===== config.mk =====
export PLATFORM = sky130hd
export DESIGN_NAME = wpmt_ram
export DESIGN_NICKNAME = d
export VERILOG_FILES = /design/src/wpmt_ram.sv
export SDC_FILE = /design/constraint.sdc
export NUM_CORES = 2
export LEC_CHECK = 0
export ABC_AREA = 0
export BUFFER_PORTS_ARGS = -buffer_cell sky130_fd_sc_hd__buf_4
export CAP_MARGIN = 0
export CELL_PAD_IN_SITES_DETAIL_PLACEMENT = 1
export CELL_PAD_IN_SITES_GLOBAL_PLACEMENT = 2
export CORE_MARGIN = 4
export CORE_UTILIZATION = 30
export DETAILED_ROUTE_END_ITERATION = 7
export GPL_TIMING_DRIVEN = 0
export PLACE_DENSITY = 0.51
export SLEW_MARGIN = 25
export SYNTH_ARGS = -nofsm -noshare
export SYNTH_HDL_FRONTEND = slang
export SYNTH_SLANG_ARGS = --single-unit

===== constraint.sdc =====
create_clock -name clk -period 3.2 [get_ports clk]
set_input_delay 0.48 -clock clk [delete_from_list [all_inputs] [get_ports clk]]
set_output_delay 0.48 -clock clk [all_outputs]
set_load 0.02 [all_outputs]

===== src/wpmt_ram.sv =====
// Generic single-write, single-read RAM with registered read data.
// No dependencies.
`timescale 1ns / 1ps
`default_nettype none

module wpmt_ram #(
	parameter int WIDTH = 16,
	parameter int DEPTH = 256
) (
	input  wire logic                     clk,
	input  wire logic                     wr_en,
	input  wire logic [$clog2(DEPTH)-1:0] wr_addr,
	input  wire logic [WIDTH-1:0]         wr_data,
	input  wire logic                     rd_en,
	input  wire logic [$clog2(DEPTH)-1:0] rd_addr,
	output logic      [WIDTH-1:0]         rd_data
);

	logic [WIDTH-1:0] mem_q [DEPTH];

	// write port
	always_ff @(posedge clk) begin
		if (wr_en)
			mem_q[wr_addr] <= wr_data;
	end

	// read port, data held until the next read
	always_ff @(posedge clk) begin
		if (rd_en)
			rd_data <= mem_q[rd_addr];
	end

endmodule

`default_nettype wire


# Word level (Yosys, flattened, before mapping)
# Memory sizes are Yosys's and may differ from the RTL's. A register that Yosys moved wholly into a read port is not among the register bits.
# Cells that the tools add are included.
[totals]
ff_bits = 0
latch_bits = 0
ramBits = 4096
rom_bits = 0
input_bits = 35
wordCells = 3
memories = 1
[op_classes]
n_addsub = 0
multipliers = 0
n_div = 0
n_lt_le_gt_ge = 0
n_eq_ne = 0
shifts = 0
n_mux = 2
bitwise_logic = 0
reduce_logical = 0
[memory_table]
columns = ["memory", "depth", "width", "read_ports", "rd_ports_with_merged_regs", "write_ports", "line", "rtl"]
rows = [
  ["mem_q", 256, 16, 1, 1, 1, "19", "logic [WIDTH-1:0] mem_q [DEPTH];"],
]
[ops]
columns = ["operator", "n"]
rows = [
  ["$mux W1", 2],
]

# Longest topological paths before layout
[depth]
depth_word = 2
mapped_depth = 12
mapped_depth_nobuf = 6

# Least setup slack after synthesis
# No wires, ideal clock.
[synth_path]
path_kind = "in2reg"
startpoint = "input rd_addr[0]"
endpoint = "register rd_data[4], read port of mem_q (data pin)"
setup_ns = 0.265
t_arrival_ns = 2.464
required_ns = 2.935
slack_ns = 0.471
path_stages = 8
path_buffers = 3
path_cell_list = "buf_6 > buf_6 > buf_2 > mux4_2 > mux4_2 > a22o_1 > o32ai_2 > nor4_2"
[synth_lines]
columns = ["item", "line", "rtl"]
rows = [
  ["from (decl)", "15", "input wire logic [$clog2(DEPTH)-1:0] rd_addr,"],
  ["to (decl)", "16", "output logic [WIDTH-1:0] rd_data"],
]

==> run summary <==
status = finished with violations
failing checks = negative setup slack
CORE AREA = 528000 um2
clk_lat worst skew = 1.01 ns
die width = 736 um
Clock Sinks = 4112
synthesized area per cell = 21.6 um2
post-route worst setup slack = -0.291 ns
Mapped Cells = 7360
I/O pin total = 51
measured slew at the worst slew-check pin = 1.13 ns
CP max stage cell = nor4_4
Area growth, synth to finish = 20.4%
final hold viol count = 0
critical path peak fanout = 10
maximum buffer depth of the clock tree = 4
clk root buf = clkbuf_16
DP HPWL = 412000 um
RSZ-0062 raised after global routing = true
WP data arrival = 4.22 ns
highest clock rate = 286 MHz
VDD IR max = 0.000503 V
Synthesized Nets = 7395
clock-pin transition on the worst setup and hold timing paths = 0.06 ns
register area share after synthesis = 77.7%
Worst setup EP type = register
number of cell rows = 267
share of layout cells above drive strength 1 = 31.4%
synth warn = 0
RD Place Congestion = 0.898
Critical Path Max Stage Delay = 0.62 ns
vias = 82.0k
H-tree levels = 5
Top Family by Delay on Critical Path = buffers and inverters
Clock Skew = 0.0529 ns
Antenna Violating Nets Remaining = 0
Worst slew margin = 24.3%
crit start category = input pin
Pleak = 59.3 nW
First DRT Iteration DRCs = 9200
HP Class = input pin to register
Pre-antenna DRT Iters = 5
max-slew violations = 0
TritonCTS clock tree = built
Congestion Overflow GR = 0
Max-Cap Viols = 0
Most used DFF post-synth = edfxtp_1
asr flop ratio synth = 0%
cell taking the most area after synthesis = edfxtp_1
fin crit period = 3.49 ns
DRC viols = 0
post-synth top area share = 77.7%
Avg WL per Cell = 37.7 um
top cells by area, synth = edfxtp_1 78%, mux4_2 11%, mux2i_1 3.6%
PortBufs = 40
Synth cell types = 51
largest net degree at the start of global routing = 109
Critical path buffers and inverters = 5
die footprint = 541000 um2
crit-path cells = clkbuf_2 > inv_1 > buf_2 > clkbuf_2 > clkbuf_2 > nor2_1 > o21ai_0 > nand4_1 > nor4_4
antenna violations before repair = 53
nets@finish = 8127
vias in the first global route = 84.6k
drt via density = 5.30
cts bufs inserted = 448
starting density of the core = 30.1%
final WL = 584000 um
Post-Syn Area = 159000 um2
Power Dens Cells = 617 nW/um2
post-route setup TNS = -1.65 ns
dpl ws = -2.89 ns
Required @ worst endpoint = 3.92 ns
Crit Path Category = input pin to register
Crit path top cell by count = clkbuf_2
Final period util = 109%
Seq cells post-synth = 4112
Final setup viols = 22
first-pass GRT wire length = 776000 um
Vert. Die Dim = 736 um
GRT Overall Usage = 21.2%
EDFF count, synth = 4112
[what timing repair did]
action / 4_1_cts / 5_1_grt
endpoints found under the hold margin: 707 / 0
hold buffers: 17 / 0
setup endpoints to repair: 16 / 37
resized for setup: 400 / 93
buffers inserted: 1 / 7
pin swaps: 19 / 31
[cells in the final DEF (no fill, tap or decap), types with 93 or more instances in the layout]
cell / n
buf_4: 95
clkbuf_16: 452
nor2_4: 207
clkbuf_1: 160
clkinv_1: 108
o221ai_1: 193
a21oi_1: 145
mux4_2: 797
mux2i_1: 565
o22ai_1: 128
buf_6: 119
edfxtp_1: 4112
clkbuf_2: 96
clkinv_2: 93
[kinds of logic (layout without fill, tap and decap cells)]
kind of cell    count (synthesis)  in the layout  synth area share, %
simple gates                  556            556                 1.57
buf+inv                       456           1560                 1.69
mux                          1450           1450                 15.5
compound gates                786            786                 3.53
other cells                     0              9                    0
flops                        4112           4112                 77.7
[synth_stat cells, drive strengths merged, types with 4 or more instances]
master	n
inv	4
nor2b	9
o21ai	38
nor4	18
or2	5
a22oi	43
mux4	797
o31ai	16
nor3	92
a31oi	6
o32ai	21
nor2	304
edfxtp	4112
a2111oi	6
mux2i	565
a221oi	28
mux2	88
and3	11
nand3	35
clkbuf	230
nand2	38
a22o	32
nand4	26
o22ai	148
buf	222
o221ai	253
a21oi	175
a211oi	18
[metal layers]
layer	part of all wire, %	vias to the layer above	GRT usage (%)
li1	-	32900	-
met1	43	45700	29.3
met2	48	2703	34.5
met3	5.9	712	3.08
met4	3.7	4	6.63
met5	0.0039	-	0
[state kept, by name, summed over array words and instances, names as in the netlist]
signal	flops
rd_data	16
mem_q	4096
[report_power, final]
group | internal, mW | switching, mW | leakage (nW) | total (mW)
Sequential | 59.4 | 0.0323 | 37.0 | 59.4
Clock | 28.9 | 22.1 | 6.94 | 50.9
Combinational | 2.35 | 5.25 | 15.4 | 7.60
Total | 90.6 | 27.4 | 59.3 | 118
[worst reg2reg max path, delay by kind of cell (launching register included)]
| family | cells | cell delay [ns] |
|---|---|---|
| AO/OA/AOI/OAI | 2 | 1.08 |
| buffers and inverters | 1 | 0.21 |
| flip-flops | 1 | 0.37 |
| multiplexers | 2 | 1.08 |
| AND/OR/NAND/NOR | 1 | 0.12 |
[area by class of cell]
class                   instances  area (um2)
flip-flops and latches       4112      123000
repair buffers                285        5120
plain buffers                 449        3280
clock inverters               285        2560
well taps                    6994        8750
diodes                          9        22.5
multi-input cells            2792       36400
fillers                     50700      337000
clock buffers                 537       11600
inverters                       4        20.0
[per-stage QoR]
stage                     utilization, %  area [um2]  cells  power (mW)  hold slack, ns
after global placement              31.8      168000  14400        67.4           0.839
after global routing                36.2      191000  15500         121           0.260
final                               36.2      191000  15500         118           0.286
after CTS                           36.1      191000  15500         119           0.191
after detailed placement            33.1      175000  14600        67.9           0.703
after floorplan                        -      159000   7360        63.5           0.579
[worst paths after layout]
check	from	to	slack, ns	cells past startpoint
max reg2reg	mem_q[52][15]	rd_data[15]	0.07	6
max	rd_addr[4]	rd_data[1]	-0.29	9
min	wr_data[10]	mem_q[207][10]	0.29	2
min reg2reg	mem_q[240][11]	rd_data[11]	1.41	6
Power figures use the tool's default switching activity.
